===== config.mk =====
export PLATFORM = sky130hd
export DESIGN_NAME = e2p_front
export DESIGN_NICKNAME = d
export VERILOG_FILES = /design/src/e2p_pkg.sv /design/src/e2p_front.sv
export SDC_FILE = /design/constraint.sdc
export NUM_CORES = 2
export LEC_CHECK = 0
export ABC_AREA = 1
export BUFFER_PORTS_ARGS = -buffer_cell sky130_fd_sc_hd__clkbuf_2
export CAP_MARGIN = 20
export CORE_AREA = 2 2 458 460
export DETAILED_ROUTE_END_ITERATION = 8
export DIE_AREA = 0 0 460 462
export HOLD_SLACK_MARGIN = 0.06
export PLACE_DENSITY = 0.58
export SLEW_MARGIN = 20
export SYNTH_ARGS = -nofsm -noshare
export SYNTH_HDL_FRONTEND = slang
export SYNTH_SLANG_ARGS = --single-unit

===== constraint.sdc =====
create_clock -name clk_i -period 28.9 [get_ports clk_i]
set_input_delay 1.445 -clock clk_i [delete_from_list [all_inputs] [get_ports clk_i]]
set_output_delay 1.445 -clock clk_i [all_outputs]
set_load 0.01 [all_outputs]

===== src/e2p_pkg.sv =====
package e2p_pkg;

  localparam int RayW       = 35;
  localparam int CordW      = 38;
  localparam int AngW       = 27;
  localparam int CordSteps  = 20;
  localparam int QDepth     = 4;
  localparam int QPtrW      = $clog2(QDepth);
  localparam int QCntW      = QPtrW + 1;
  localparam int PersMaxDim = 4096;

  localparam logic signed [AngW-1:0] HalfTurn    = AngW'(8388608);
  localparam logic signed [AngW-1:0] QuarterTurn = AngW'(4194304);
  localparam logic signed [AngW-1:0] NegQuarter  = -AngW'(4194304);
  localparam logic [23:0]            InvGain     = 24'd10188014;

  localparam logic [2:0] RegMatX   = 3'd0;
  localparam logic [2:0] RegMatY   = 3'd1;
  localparam logic [2:0] RegMatZ   = 3'd2;
  localparam logic [2:0] RegWidth  = 3'd3;
  localparam logic [2:0] RegHeight = 3'd4;

  typedef struct packed {
    logic [62:0] mx;
    logic [62:0] my;
    logic [62:0] mz;
    logic [10:0] width;
    logic [9:0]  height;
  } cfg_t;

  typedef struct packed {
    logic                   is_load;
    logic [11:0]            col;
    logic [11:0]            row;
    logic [23:0]            rgb;
    logic signed [RayW-1:0] x;
    logic signed [RayW-1:0] y;
    logic signed [RayW-1:0] z;
  } item_t;

  typedef struct packed {
    logic                   is_load;
    logic [11:0]            col;
    logic [11:0]            row;
    logic [23:0]            rgb;
    logic signed [RayW-1:0] y;
    logic [23:0]            t;
  } side_t;

  function automatic logic signed [AngW-1:0] atan_turns(input int unsigned i);
    logic signed [AngW-1:0] r;
    unique case (i)
      0:       r = AngW'(2097152);
      1:       r = AngW'(1238021);
      2:       r = AngW'(654136);
      3:       r = AngW'(332050);
      4:       r = AngW'(166669);
      5:       r = AngW'(83416);
      6:       r = AngW'(41718);
      7:       r = AngW'(20860);
      8:       r = AngW'(10430);
      9:       r = AngW'(5215);
      10:      r = AngW'(2608);
      11:      r = AngW'(1304);
      12:      r = AngW'(652);
      13:      r = AngW'(326);
      14:      r = AngW'(163);
      15:      r = AngW'(81);
      16:      r = AngW'(41);
      17:      r = AngW'(20);
      18:      r = AngW'(10);
      19:      r = AngW'(5);
      default: r = '0;
    endcase
    return r;
  endfunction

endpackage


===== src/e2p_front.sv =====
module e2p_front import e2p_pkg::*; (
  input  logic             clk_i,
  input  logic             rst_ni,
  input  logic             s_axis_tvalid_i,
  output logic             s_axis_tready_o,
  input  logic [47:0]      s_axis_tdata_i,
  input  logic             s_axis_tuser_i,
  input  cfg_t             cfg_i,
  input  logic [QCntW-1:0] q_count_i,
  output logic             push_o,
  output item_t            item_o
);

  logic              fire;
  logic [11:0]       col, row, col_sat, row_sat;
  logic [62:0]       mrow [3];
  logic signed [33:0] pc_d [3], pr_d [3];
  logic signed [33:0] pc_q [3], pr_q [3];
  logic signed [20:0] k_q [3];
  logic              f1_v_q, f2_v_q, f1_load_q;
  logic [11:0]       f1_col_q, f1_row_q;
  logic [23:0]       f1_rgb_q;
  item_t             f2_q;
  logic [QCntW:0]    used;

  assign col = s_axis_tdata_i[11:0];
  assign row = s_axis_tdata_i[23:12];
  assign col_sat = (32'(col) > PersMaxDim - 1) ? 12'(PersMaxDim - 1) : col;
  assign row_sat = (32'(row) > PersMaxDim - 1) ? 12'(PersMaxDim - 1) : row;

  assign used = {1'b0, q_count_i} + (QCntW + 1)'(f1_v_q) + (QCntW + 1)'(f2_v_q);
  assign s_axis_tready_o = used < (QCntW + 1)'(QDepth);
  assign fire = s_axis_tvalid_i && s_axis_tready_o;

  assign mrow[0] = cfg_i.mx;
  assign mrow[1] = cfg_i.my;
  assign mrow[2] = cfg_i.mz;

  always_comb begin
    for (int j = 0; j < 3; j++) begin
      pc_d[j] = $signed(mrow[j][20:0]) * $signed({1'b0, col_sat});
      pr_d[j] = $signed(mrow[j][41:21]) * $signed({1'b0, row_sat});
    end
  end

  always_ff @(posedge clk_i or negedge rst_ni) begin
    if (!rst_ni) begin
      f1_v_q <= 1'b0;
      f2_v_q <= 1'b0;
    end else begin
      f1_v_q <= fire;
      f2_v_q <= f1_v_q;
    end
  end

  always_ff @(posedge clk_i) begin
    if (fire) begin
      f1_load_q <= !s_axis_tuser_i;
      f1_col_q  <= col;
      f1_row_q  <= row;
      f1_rgb_q  <= {s_axis_tdata_i[31:24], s_axis_tdata_i[39:32], s_axis_tdata_i[47:40]};
      for (int j = 0; j < 3; j++) begin
        pc_q[j] <= pc_d[j];
        pr_q[j] <= pr_d[j];
        k_q[j]  <= $signed(mrow[j][62:42]);
      end
    end
    if (f1_v_q) begin
      f2_q.is_load <= f1_load_q;
      f2_q.col     <= f1_col_q;
      f2_q.row     <= f1_row_q;
      f2_q.rgb     <= f1_rgb_q;
      f2_q.x <= RayW'(pc_q[0]) + RayW'(pr_q[0]) + RayW'(k_q[0]);
      f2_q.y <= RayW'(pc_q[1]) + RayW'(pr_q[1]) + RayW'(k_q[1]);
      f2_q.z <= RayW'(pc_q[2]) + RayW'(pr_q[2]) + RayW'(k_q[2]);
    end
  end

  assign push_o = f2_v_q;
  assign item_o = f2_q;

endmodule


==> results.yml <==
status:
  outcome: "finished, final reports clean"
synth:
  syn_inst: 10400
  postSynthAreaPerCell_sq_um: 7.98
  yosys.area.top_type: "fa_1"
  synth_area_sq_um: 82800
  syn_nets: 12700
  netlist-cell-type-count: 40
  synth-edff-count: 470
  async_reset_ff_frac: 0.00424
  synth_top_area_share: 0.356
  synthFlopType: "edfxtp_1"
  ys_top_cells_by_area: "fa_1 (36%), edfxtp_1 (17%), inv_1 (14%)"
  ys_seq_area_frac: 0.171
  synth.most_common_cell: "inv_1"
  yosys_warnings: 0
  yosys-top-cells-count: "inv_1 (3,194), nand2_1 (2,909), fa_1 (1,473), ha_1 (562), edfxtp_1 (470)"
  synth-seq-cells: 472
cts:
  cts_tree: "built"
  cts_buffers: 58
  post-cts-setup-buffers: 0
  h-tree-depth: 2
  cts_resized: 0
  postCtsHoldBufs: 0
  cts_buffer_depth: 3
  clkLatencyLatePin_ns: 0.72
  cts_root_buf: "clkbuf_16"
  numClockSinks: 472
  cts.clk_slew.worst_paths_ns: 0.06
setup_path:
  cp_max_fo: 34
  crit_path_start_kind: "input port"
  crit_path_frequent_cell: "fa_1"
  crit_type: "input port to register"
  cp.depth: 19
  critPathBufInv: 6
  r2r_setup_slack_ns: 24.36
  endpoint_kind: "register"
  cp.arrival_ns: 7.41
  cp_slowest_cell: "clkbuf_2"
  path_cells: "clkbuf_2 -> buf_4 -> nand2_1 -> fa_1 -> fa_1 -> inv_1 -> fa_1 -> fa_1 -> inv_1 -> fa_1 -> inv_1 -> ha_1 -> nand2_1 -> nor2_1 -> inv_1 -> nor3_1 -> nand3_1 -> nand4_1 -> nand2_1"
  cp_top_family: "adder cells"
  reg2reg_depth: 7
  cp.required_ns: 29.33
  slowest_delay_ns: 0.72
drt:
  drc: 0
  first_iter_violations: 3783
  dr.pass1.iters: 6
  final_antenna_net_count: 0
  vias_per_cell: 4.74
  wl_um: 224000
  vias: 63300
  wire_per_inst_um: 16.8
floorplan:
  boundaryPins: 421
  initial_utilization: 0.398
  dieHeight_um: 462
  rows: 168
  chipWidth_um: 460
  die_area_sq_um: 213000
  core_sq_um: 208000
place:
  port_buffers: 399
  gp_congestion: 0.941
  dp_hpwl_um: 186000
  placed_cell_area_sq_um: 87400
grt:
  grt_pass1_wl_um: 361000
  grt_pass1_vias: 66500
  grt.overflow.total: 0
  grt_max_degree: 117
  grtUsageTotal: 0.216
  antenna_found_initial: 34
timing:
  setup_viol: 0
  tns_ns: 0
  slew_violations: 0
  fmax_mhz: 143
  period_needed_ns: 6.98
  rsz0062_at_grt: "no"
  fin_crit_sh: 0.241
  hold_viol: 0
  worst_pin_slew_ns: 1.03
  slew-limit-headroom: 0.312
  fin_skew_ns: 0.0687
worst_hold_path:
  whs_path_depth: 0
  min_path_type: "register to register"
cells_and_area:
  fin_nets: 12900
  nFillCells: 21000
  regArea_sq_um: 14200
  design_area_sq_um: 89400
  multi_input_area_sq_um: 55500
  areaGrowthSynthToFinish_pct: 8.01
  layout-drive-gt1-share: 0.0561
flow_run:
  maxCapViolCount: 0
sequential cells by signal, indices dropped and copies added (netlist names):
register	count
pc_q	102
f1_row_q	12
item_o	154
push_o	1
f1_v_q	1
pr_q	102
f1_col_q	12
k_q	63
f1_load_q	1
f1_rgb_q	24
placed cells by master, fill, tap and decap left out, types with 37 or more instances in the layout:
cell,n
clkbuf_2,397
nand3_1,203
ha_1,562
a21oi_1,291
nor2_1,348
nand2_1,2909
clkbuf_16,58
inv_1,3194
xor2_1,132
nand4_1,81
o21bai_1,37
o21ai_0,145
fa_1,1473
edfxtp_1,470
metrics by stage:
stage	hold slack [ns]	setup slack (ns)	utilization	std cells
floorplan	0.400	0.902	-	10400
global placement	0.401	21.23	0.420	13200
detailed placement	0.405	21.15	0.420	13200
CTS	0.359	21.94	0.429	13300
global route	0.374	21.60	0.430	13300
finish	0.377	21.92	0.430	13400
worst paths after layout:
check	startpoint	to
max in group asynchronous	rst_ni	f1_v_q
setup reg to reg	f1_v_q	k_q[0][58]
hold / removal	f1_col_q[3]	item_o[144]
min in group asynchronous	rst_ni	f1_v_q
hold reg to reg	f1_col_q[3]	item_o[144]
setup / recovery	s_axis_tdata_i[1]	pc_q[0][95]
layout make-up:
class / instances / area share
Timing Repair Buffer: 433 / 0.0255
Clock buffer: 64 / 0.0165
Tap cell: 2720 / 0.0381
Antenna cell: 14 / 0.000392
Sequential cell: 472 / 0.158
Multi-Input combinational cell: 6409 / 0.621
Inverter: 3195 / 0.134
Clock inverter: 43 / 0.00595
per-layer routing:
layer / vias to the layer above / routed length, um / part of all wire / global-route usage
li1: 30300 / - / - / -
met5: - / 134 / 0.00060 / 0
met2: 1411 / 110000 / 0.49 / 0.376
met1: 31400 / 96700 / 0.43 / 0.283
met4: 22 / 6280 / 0.028 / 0.0595
met3: 251 / 11200 / 0.050 / 0.0247
logic make-up after synthesis:
family                   Yosys count  synth area share
AO/OA/AOI/OAI                    530            0.0349
adder cells (fa/ha/maj)         2035             0.441
buffers and inverters           3489             0.158
XOR/XNOR                         165            0.0175
AND/OR/NAND/NOR                 3679             0.177
flip-flops                       472             0.171
Power is not shown: default switching activity piles up to over one toggle a cycle in this logic, so the estimate is an artifact.
