<file path="config.mk">
export PLATFORM = sky130hd
export DESIGN_NAME = e2p_queue
export DESIGN_NICKNAME = d
export VERILOG_FILES = /design/src/e2p_pkg.sv /design/src/e2p_queue.sv
export SDC_FILE = /design/constraint.sdc
export NUM_CORES = 1
export LEC_CHECK = 0
export BUFFER_PORTS_ARGS = -buffer_cell sky130_fd_sc_hd__buf_2
export CAP_MARGIN = 10
export CORE_AREA = 3 3 259 261
export CTS_CLUSTER_DIAMETER = 200
export DETAILED_ROUTE_END_ITERATION = 6
export DIE_AREA = 0 0 262 264
export PLACE_DENSITY = 0.49
export SLEW_MARGIN = 10
export SYNTH_ARGS = -nofsm -noshare
export SYNTH_HDL_FRONTEND = slang
export SYNTH_SLANG_ARGS = --single-unit
</file>
<file path="constraint.sdc">
create_clock -name clk_i -period 5.24 [get_ports clk_i]
set_input_delay 1.048 -clock clk_i [delete_from_list [all_inputs] [get_ports clk_i]]
set_output_delay 1.048 -clock clk_i [all_outputs]
set_load 0.01 [all_outputs]
</file>
<file path="src/e2p_pkg.sv">
package e2p_pkg;

  localparam int RayW       = 35;
  localparam int CordW      = 38;
  localparam int AngW       = 27;
  localparam int CordSteps  = 20;
  localparam int QDepth     = 4;
  localparam int QPtrW      = $clog2(QDepth);
  localparam int QCntW      = QPtrW + 1;
  localparam int PersMaxDim = 4096;

  localparam logic signed [AngW-1:0] HalfTurn    = AngW'(8388608);
  localparam logic signed [AngW-1:0] QuarterTurn = AngW'(4194304);
  localparam logic signed [AngW-1:0] NegQuarter  = -AngW'(4194304);
  localparam logic [23:0]            InvGain     = 24'd10188014;

  localparam logic [2:0] RegMatX   = 3'd0;
  localparam logic [2:0] RegMatY   = 3'd1;
  localparam logic [2:0] RegMatZ   = 3'd2;
  localparam logic [2:0] RegWidth  = 3'd3;
  localparam logic [2:0] RegHeight = 3'd4;

  typedef struct packed {
    logic [62:0] mx;
    logic [62:0] my;
    logic [62:0] mz;
    logic [10:0] width;
    logic [9:0]  height;
  } cfg_t;

  typedef struct packed {
    logic                   is_load;
    logic [11:0]            col;
    logic [11:0]            row;
    logic [23:0]            rgb;
    logic signed [RayW-1:0] x;
    logic signed [RayW-1:0] y;
    logic signed [RayW-1:0] z;
  } item_t;

  typedef struct packed {
    logic                   is_load;
    logic [11:0]            col;
    logic [11:0]            row;
    logic [23:0]            rgb;
    logic signed [RayW-1:0] y;
    logic [23:0]            t;
  } side_t;

  function automatic logic signed [AngW-1:0] atan_turns(input int unsigned i);
    logic signed [AngW-1:0] r;
    unique case (i)
      0:       r = AngW'(2097152);
      1:       r = AngW'(1238021);
      2:       r = AngW'(654136);
      3:       r = AngW'(332050);
      4:       r = AngW'(166669);
      5:       r = AngW'(83416);
      6:       r = AngW'(41718);
      7:       r = AngW'(20860);
      8:       r = AngW'(10430);
      9:       r = AngW'(5215);
      10:      r = AngW'(2608);
      11:      r = AngW'(1304);
      12:      r = AngW'(652);
      13:      r = AngW'(326);
      14:      r = AngW'(163);
      15:      r = AngW'(81);
      16:      r = AngW'(41);
      17:      r = AngW'(20);
      18:      r = AngW'(10);
      19:      r = AngW'(5);
      default: r = '0;
    endcase
    return r;
  endfunction

endpackage

</file>
<file path="src/e2p_queue.sv">
module e2p_queue import e2p_pkg::*; (
  input  logic             clk_i,
  input  logic             rst_ni,
  input  logic             push_i,
  input  item_t            item_i,
  input  logic             pop_i,
  output logic             empty_o,
  output item_t            head_o,
  output logic [QCntW-1:0] count_o
);

  item_t             slot_q [QDepth];
  logic [QPtrW-1:0]  wptr_q, rptr_q;
  logic [QCntW-1:0]  cnt_q;

  assign empty_o = (cnt_q == '0);
  assign head_o  = slot_q[rptr_q];
  assign count_o = cnt_q;

  always_ff @(posedge clk_i or negedge rst_ni) begin
    if (!rst_ni) begin
      wptr_q <= '0;
      rptr_q <= '0;
      cnt_q  <= '0;
    end else begin
      if (push_i) wptr_q <= wptr_q + 1'b1;
      if (pop_i)  rptr_q <= rptr_q + 1'b1;
      cnt_q <= cnt_q + QCntW'(push_i) - QCntW'(pop_i);
    end
  end

  always_ff @(posedge clk_i) begin
    if (push_i) slot_q[wptr_q] <= item_i;
  end

endmodule

</file>
==> results of run 1 <==
==> cells in the mapped netlist, drive strengths merged <==
cell type | count | area (um^2)
and2 | 4 | 25.02
dfrtp | 7 | 175.2
o21ai | 1 | 5.000
inv | 6 | 22.52
fa | 1 | 20.02
edfxtp | 616 | 18500
clkbuf | 2 | 7.510
xor2 | 2 | 17.52
nand2 | 2 | 7.510
nor3 | 1 | 5.000
mux4 | 154 | 3468
xnor2 | 3 | 26.28
buf | 33 | 370.3
ha | 6 | 75.07
==> flip-flops by register name, summed over array words and instances, names as in the netlist <==
register,count
rptr_q,2
count_o,3
wptr_q,2
slot_q,616
==> routing by layer <==
metal,track usage (%),vias to the layer above
met4,4.262,6
li1,-,4413
met2,23.40,244
met1,18.04,5331
met5,0,-
met3,4.439,67
==> critical path, delay by kind of cell, from the launching register on <==
family | cells | cell delay [ns]
mux | 1 | 0.56
flops | 1 | 1.04
buf+inv | 2 | 0.57
==> power by group through the flow <==
stage | clock network (mW) | logic (mW) | registers (mW)
after CTS | 4.72 | 4.51 | 6.92
after detailed placement | 0 | 4.50 | 7.02
final | 4.55 | 4.32 | 6.89
after floorplan | 0 | 2.99 | 6.89
after global routing | 4.93 | 4.71 | 6.99
after global placement | 0 | 4.51 | 6.98
==> stage by stage <==
| stage | cell area, um^2 | std cells | hold WS, ns |
|---|---|---|---|
| after floorplan | 22720 | 838 | 0.4936 |
| after global placement | 25310 | 1995 | 0.5261 |
| after detailed placement | 25310 | 1995 | 0.5294 |
| after CTS | 27450 | 2117 | 0.2696 |
| after global routing | 27450 | 2117 | 0.2906 |
| final | 27470 | 2125 | 0.3149 |
==> kinds of logic (layout without fill, tap and decap cells) <==
logic type / after synthesis / after routing
other: 0 / 8
multiplexers: 154 / 154
AO/OA/AOI/OAI: 1 / 1
AND/OR/NAND/NOR: 7 / 7
adder cells (fa/ha/maj): 7 / 7
buffers and inverters: 41 / 465
XOR/XNOR: 5 / 5
flip-flops: 623 / 623
==> cell type report <==
class	count	area, um^2	share of cell area (%)
Timing Repair Buffer	337	1879	6.841
Tap cell	855	1070	3.894
Clock inverter	39	309.0	1.125
Multi-Input combinational cell	174	3660	13.32
Antenna cell	8	20.02	0.07287
Clock buffer	83	1832	6.668
Sequential cell	623	18680	68.00
Inverter	6	22.52	0.08198
==> cells in the final DEF (no fill, tap or decap) <==
master,n
inv_1,6
mux4_2,154
xnor2_1,3
dfrtp_1,5
edfxtp_1,616
buf_12,11
bufinv_16,4
clkinv_1,15
clkbuf_1,11
buf_4,11
buf_2,315
clkinvlp_4,1
clkbuf_16,71
clkinv_8,2
dfrtp_4,2
clkinv_2,15
clkbuf_8,1
and2_4,4
fa_1,1
o21ai_0,1
diode_2,8
xor2_1,2
nand2_1,2
ha_1,6
inv_6,2
nor3_1,1
==> worst paths after layout <==
path | end | slack, ns | cells after the start
max reg2reg | slot_q[2][5] | 3.25 | 4
min reg2reg | wptr_q[0] | 0.53 | 1
max | head_o[46] | 1.40 | 3
max in group asynchronous | rptr_q[0] | 4.71 | 1
min in group clk_i | wptr_q[0] | 0.53 | 1
min | count_o[1] | 0.31 | 1
==> results.yml, run 1 <==
run_status:
  status: "complete, no violations"
timing:
  setup_violations: 0
  worst_pin_slew_ns: 0.9347
  fin_ws_ns: 1.402
  fin_crit_sh_pct: 73.24
  setup_tns_ns: 0
  skew_ns: 0.01163
  rsz0062_at_grt: "no"
  relSlewSlack_pct: 37.69
  max_freq_mhz: 260.6
  fin_crit_ns: 3.838
  slew_violations: 0
  hold_viol: 0
clocking:
  cts_resized: 0
  post-cts-setup-buffer-count: 0
  cts_sinks: 623
  clock_latency_ns: 0.59
  cts_buffers: 69
  root_buffer: "clkbuf_16"
  cts_max_level: 3
  cts.path.max_buffers: 3
  clkSlewWorstSetupHoldPaths_ns: 0.06
  postCtsHoldBufs: 0
  cts_tree: "built"
pwr:
  vdd_drop_max_mv: 0.3014
  comb_power_share_pct: 27.4
  clock_power_share_pct: 28.9
  leakage_nw: 9.285
  p_sw_mw: 4.569
  p_seq_share_pct: 43.7
  internal-power_mw: 11.19
  power_density_nw_per_um2: 573.5
  finalPower_mw: 15.76
  sw_frac_of_total_pct: 29.00
global_route:
  grt_first_pass_wirelength_um: 72950
  grt_max_degree: 84
  grt_usage_pct: 14.20
  antenna_found_initial: 8
  grt_overflow: 0
  grt_pass1_vias: 11320
synth:
  synth-adder-area-share_pct: 0.4185
  netlist_area_um2: 22720
  synthCells: 838
  synth_cell_types: 17
  synth_xor_area_share_pct: 0.1927
  synth-seq-cells: 623
  yosysWarningCount: 0
  synth-simple-area-share_pct: 0.1652
  ys_seq_area_share_pct: 82.18
  synthMuxAreaShare_pct: 15.26
  syn_area_per_cell_um2: 27.12
  syn_nets: 1003
  synth_top_family_by_area: "multiplexers"
  synth_compound_area_share_pct: 0.02203
floorplanning:
  die_h_um: 264
  num_rows: 93
  fp.dieW_um: 262
  ios: 316
  start_util_pct: 35.12
  core_um2: 64700
  die_area_um2: 69170
drt:
  drt-total-wl_um: 48380
  ant_nets: 0
  num_vias: 10060
  wl_per_cell_um: 22.77
  dr_wl_met2_um: 24220
  remaining_drc_errors: 0
  first_iter_violations: 614
  vias_per_cell: 4.735
  dr_wl_met3_um: 3303
  highest_layer: "met5"
  wl_met1_um: 19930
  first_pass_iters: 4
placement:
  pre_cts_slack_ns: 1.910
  port_buffers: 315
  place_congestion: 0.6851
  dp_hpwl_um: 28230
setup_path:
  cp_cell_sequence: "buf_4 -> mux4_2 -> buf_2"
  critPathMaxFanout: 40
  crit_path_start: "rptr_q[0]"
  crit_required_ns: 4.19
  slowest_stage: "dfrtp_4"
  r2r-start: "wptr_q[0]"
  start_kind: "register"
  worst-setup-path-type: "reg -> out"
  slowest_delay_ns: 1.04
  worstPathArrival_ns: 2.79
  worst_setup_path_end_kind: "output pin"
finish:
  finalNetCount: 1376
  fillers: 5704
  post-route-util_pct: 42.46
  drive_gt1_share_pct: 46.99
  area_growth_pct: 20.90
job:
  maxCapViolCount: 0
worst_hold_path:
  hp-class: "in -> async"
Note: power is estimated with default switching activity, not from simulation.
==> inputs of run 2 (changes only) <==
Settings changed: ABC_AREA set to 1, CORE_AREA 3 3 259 261 to 3 3 278 280, DIE_AREA 0 0 262 264 to 0 0 281 283, PLACE_DENSITY 0.49 to 0.5.
Clock period 5.24 ns to 3.3 ns, I/O delays scaled along.
==> results.yml, run 2 <==
finish:
  layout_commonest_cell: "nand2_1"
  instances_no_fill: 3834
  multi_input_area_um2: 4639
  fin_area_um2: 31330
  area_growth_pct: 19.72
  regMostFlops: "slot_q"
  drive_gt1_share_pct: 16.73
  final_cell_mix: "nand2_1 (777), inv_1 (624), edfxtp_1 (616)"
  post-route-util_pct: 41.94
  regArea_um2: 18680
  largest_reg_flops: 616
  fillers: 7148
  finalNetCount: 2961
synth:
  ys_async_sr_fraction_pct: 1.124
  synth-edff-count: 616
  ys_seq_area_share_pct: 71.36
  synth_flop_cell: "edfxtp_1"
  yosysMostFrequentCell: "nand2_1"
  yosysTopAreaCellShare_pct: 70.69
  yosysWarningCount: 0
  syn_area_per_cell_um2: 10.64
  synth-seq-cells: 623
  synth_area_leaders: "edfxtp_1 (71%), nand2_1 (11%), inv_1 (9.0%)"
  netlist_area_um2: 26170
  syn_nets: 2624
  synth.top_cells.by_count: "nand2_1 (781), inv_1 (629), edfxtp_1 (616), nand3_1 (309), buf_2 (46)"
  yosysTopAreaCell: "edfxtp_1"
  synthCells: 2459
  synth_cell_types: 16
clocking:
  cts.path.max_buffers: 3
  cts_sinks: 623
  cts_resized: 0
  cts_tree: "built"
  clkSlewWorstSetupHoldPaths_ns: 0.06
  cts_max_level: 3
  clock_latency_ns: 0.61
  root_buffer: "clkbuf_16"
  cts_buffers: 71
  post-cts-setup-buffer-count: 0
run_status:
  status: "complete, no violations"
drt:
  num_vias: 16900
  vias_per_cell: 4.408
  first_iter_violations: 918
  ant_nets: 0
  highest_layer: "met5"
  wl_met1_um: 26270
  first_pass_iters: 5
  wl_per_cell_um: 16.65
  dr_wl_met2_um: 31190
  drt-total-wl_um: 63860
  remaining_drc_errors: 0
  dr_wl_met3_um: 4651
timing:
  fin_ws_ns: 0.2313
  setup_violations: 0
  max_freq_mhz: 325.9
  fin_crit_sh_pct: 92.99
  rsz0062_at_grt: "no"
  fin_crit_ns: 3.069
  skew_ns: 0.02228
  slew_violations: 0
  worst_pin_slew_ns: 0.7912
  hold_viol: 0
  relSlewSlack_pct: 47.14
setup_path:
  worst-setup-path-type: "reg -> out"
  slowest_delay_ns: 0.63
  start_kind: "register"
  cp_cell_sequence: "inv_8 -> buf_12 -> nand2_1 -> nand3_1 -> nand2_1 -> buf_2"
  critPathMaxFanout: 65
  worst_setup_path_end_kind: "output pin"
  crit_required_ns: 2.64
  cpMostUsedCell: "nand2_1"
  worstPathArrival_ns: 2.41
  slowest_stage: "dfrtp_4"
placement:
  place_congestion: 0.7382
  port_buffers: 315
  dp_hpwl_um: 39200
  dp_cells: 3691
  pre_cts_slack_ns: 0.7849
  postPlaceCellArea_um2: 29150
floorplanning:
  die_area_um2: 79520
  die_h_um: 283
  core_um2: 74700
  ios: 316
  start_util_pct: 35.03
  num_rows: 100
  fp.dieW_um: 281
global_route:
  grt_first_pass_wirelength_um: 98170
  grt_usage_pct: 15.99
  antenna_found_initial: 23
  grt_overflow: 0
  grt_pass1_vias: 16950
  grt_max_degree: 117
pwr:
  finalPower_mw: 27.95
  power_density_nw_per_um2: 892.4
  leakage_nw: 14.45
  vdd_drop_max_mv: 0.5289
job:
  maxCapViolCount: 0
worst_hold_path:
  hp-class: "in -> reg"
## run 2: cell types whose count changed in the layout (fill, tap and decap cells not counted), moves of 7 or more
| cell | previous run | this run |
|---|---|---|
| buf_4 | 11 | 31 |
| nand2_1 | 2 | 777 |
| inv_1 | 6 | 624 |
| buf_12 | 11 | 21 |
| clkbuf_1 | 11 | 18 |
| nand3_1 | 0 | 309 |
| mux4_2 | 154 | 0 |
## run 2: stage by stage
| step | hold slack (ns) | setup TNS (ns) |
|---|---|---|
| 2_1_floorplan | 0.3644 | -142.59 |
| 3_3_place_gp | 0.5104 | 0 |
| 3_5_place_dp | 0.5150 | 0 |
| 4_1_cts | 0.2191 | 0 |
| 5_1_grt | 0.2270 | 0 |
| 6_report | 0.2662 | 0 |
## run 2: cells by family after synthesis
kind of cell,Yosys count,share of synthesized area [%]
AOI/OAI and AO/OA,1,0.01911
and+or+nand+nor,1091,17.13
xor gates and xnor gates,3,0.1004
buffers and inverters,734,11.02
adders and majority gates,7,0.3634
DFF,623,71.36
## run 2: per-layer routing
layer  vias to the layer above  GRT usage (%)
met2                       370          27.20
met1                      8011          19.09
met4                        24          5.264
met3                       127          5.204
met5                         -              0
li1                       8370              -
## run 2: area by class of cell
cell class,instances,share of cell area (%)
clock inverter,39,0.8667
clock buffer,90,5.931
inverter,630,7.637
multi-input combinational,1102,14.81
sequential,623,59.63
antenna,13,0.1038
tap,969,3.870
timing repair buffer,368,7.149
## run 2: path summary, 6_finish.rpt
kind	start	end	slack [ns]	cells after the start
worst min-delay path	item_i[40]	slot_q[0][40]	0.27	1
worst min register to register	wptr_q[0]	wptr_q[0]	0.54	1
min in group asynchronous	rst_ni	count_o[1]	0.47	2
max in group asynchronous	rst_ni	rptr_q[0]	2.63	2
worst max register to register	wptr_q[0]	slot_q[0][48]	1.11	5
worst max-delay path	rptr_q[0]	head_o[94]	0.23	6
## run 2: what timing repair did
action,CTS,global route
endpoints found under the hold margin,7,0
hold buffers,1,0
endpoints found under the setup margin,0,0
## run 2: critical path, delay by kind of cell, from the launching register on
kind / cells / cell delay (ns)
buffers and inverters: 3 / 0.87
DFF: 1 / 0.63
and+or+nand+nor: 3 / 0.24
## run 2: report_power, final
group	switching (mW)	internal [mW]
combinational	6.81	3.20
sequential	0.386	10.3
clock	3.13	4.10
total	10.3	17.6
==> inputs of run 3 (changes only) <==
Settings changed: CORE_AREA 3 3 278 280 to 3 3 233 235, DIE_AREA 0 0 281 283 to 0 0 236 238, GPL_TIMING_DRIVEN set to 1, PLACE_DENSITY 0.5 to 0.69, TNS_END_PERCENT set to 5.
==> results.yml, run 3 (synthesis results as in run 2) <==
run_status:
  status: "complete, no violations"
placement:
  dp_hpwl_um: 33200
  port_buffers: 315
  pre_cts_slack_ns: 0.8020
  place_congestion: 0.7688
global_route:
  grt_first_pass_wirelength_um: 88510
  grt_usage_pct: 19.96
  grt_max_degree: 232
  grt_pass1_vias: 16770
  antenna_found_initial: 12
  grt_overflow: 0
clocking:
  cts_max_level: 2
  cts.path.max_buffers: 3
  cts_buffers: 61
  clkSlewWorstSetupHoldPaths_ns: 0.06
  cts_tree: "built"
  post-cts-setup-buffer-count: 0
  clock_latency_ns: 0.61
  root_buffer: "clkbuf_16"
  cts_sinks: 623
pwr:
  comb_power_share_pct: 35.4
  internal-power_mw: 17.54
  p_sw_mw: 9.832
  vdd_drop_max_mv: 0.8246
  p_seq_share_pct: 39.1
  power_density_nw_per_um2: 893.5
  clock_power_share_pct: 25.5
  sw_frac_of_total_pct: 35.92
  leakage_nw: 14.26
floorplanning:
  die_h_um: 238
  die_area_um2: 56170
  start_util_pct: 49.89
  num_rows: 84
  core_um2: 52450
  ios: 316
  fp.dieW_um: 236
drt:
  drt-total-wl_um: 56800
  first_iter_violations: 1138
  num_vias: 16930
  wl_per_cell_um: 16.19
  first_pass_iters: 5
  remaining_drc_errors: 0
  vias_per_cell: 4.824
  ant_nets: 0
timing:
  hold_viol: 0
  fin_crit_sh_pct: 94.71
  rsz0062_at_grt: "no"
  slew_violations: 0
  worst_pin_slew_ns: 1.014
  whs_ns: 0.2566
  max_freq_mhz: 320.0
  fin_ws_ns: 0.1747
  relSlewSlack_pct: 32.39
  fin_crit_ns: 3.125
  setup_violations: 0
  skew_ns: 0.02192
setup_path:
  start_kind: "register"
  crit_required_ns: 2.64
  worstPathArrival_ns: 2.47
  critPathMaxFanout: 231
  worst_setup_path_end_kind: "output pin"
  worst-setup-path-type: "reg -> out"
finish:
  area_growth_pct: 17.07
  largest_reg_flops: 616
  fillers: 4200
  regMostFlops: "slot_q"
  finalNetCount: 2927
  layout_commonest_cell: "nand2_1"
  final_cell_mix: "nand2_1 (777), inv_1 (624), edfxtp_1 (616)"
  multi_input_area_um2: 4639
  drive_gt1_share_pct: 15.81
  regArea_um2: 18680
job:
  maxCapViolCount: 0
worst_hold_path:
  hp-class: "in -> reg"
-- run 3: changes by cell type in the layout (fill, tap and decap cells not counted), moves of 3 or more --
cell       delta
clkbuf_16     -8
buf_12        -7
diode_2       -6
clkbuf_1      -9
clkinv_2      -6
buf_4        -18
bufinv_16     +7
clkinv_1      +3
-- run 3: layer usage --
layer	GRT usage, %	routed length, um	vias up
li1	-	-	8277
met1	24.90	22830	8095
met2	34.75	28660	438
met3	4.612	3890	105
met4	6.305	1332	12
met5	0	86	-
-- run 3: layout make-up --
| class | count | share of cell area [%] |
|---|---|---|
| flip-flops and latches | 623 | 60.98 |
| multi-input cells | 1102 | 15.15 |
| inverters | 630 | 7.810 |
| repair buffers | 344 | 6.503 |
| clock buffers | 75 | 5.392 |
| well taps | 688 | 2.810 |
| clock inverters | 40 | 1.299 |
| diodes | 7 | 0.05718 |
-- run 3: what timing repair did --
item,4_1_cts,5_1_grt
hold buffers,1,0
gates resized for setup,0,1
setup endpoints to repair,0,1
hold endpoints to repair,7,0
-- run 3: per-stage QoR --
stage | instances | cell area [um^2] | power (mW) | util (%) | setup TNS [ns]
global route | 3505 | 30620 | 29.05 | 58.39 | 0
detailed placement | 3386 | 28550 | 20.65 | 54.43 | 0
finish | 3509 | 30630 | 27.37 | 58.41 | 0
CTS | 3502 | 30610 | 27.65 | 58.36 | 0
floorplan | 2459 | 26230 | 16.90 | - | -142.59
global placement | 3386 | 28550 | 20.41 | 54.43 | 0
-- run 3: worst max-delay path, cell delays in order, from the launching register on --
cell and delay (ns):
dfrtp_4 0.48, buf_16 0.68, nand2_1 0.17, nand3_1 0.14, nand2_1 0.07, buf_2 0.14
-- run 3: final timing paths --
path | startpoint | endpoint | slack (ns) | cells past startpoint
setup reg to reg | wptr_q[0] | slot_q[2][90] | 1.21 | 5
setup / recovery | rptr_q[0] | head_o[117] | 0.17 | 5
hold reg to reg | wptr_q[0] | wptr_q[0] | 0.53 | 1
min in group asynchronous | rst_ni | wptr_q[0] | 0.44 | 2
hold / removal | item_i[4] | slot_q[2][4] | 0.26 | 1
max in group asynchronous | rst_ni | rptr_q[1] | 2.66 | 2
-- run 3: power by group through the flow --
stage          sequential, mW  clock [mW]  combinational [mW]
2_1_floorplan            10.9           0                6.02
3_3_place_gp             10.8           0                9.61
3_5_place_dp             10.9           0                9.80
4_1_cts                  10.7        7.11                9.85
5_1_grt                  10.8        7.45                10.8
6_report                 10.7        6.98                9.70
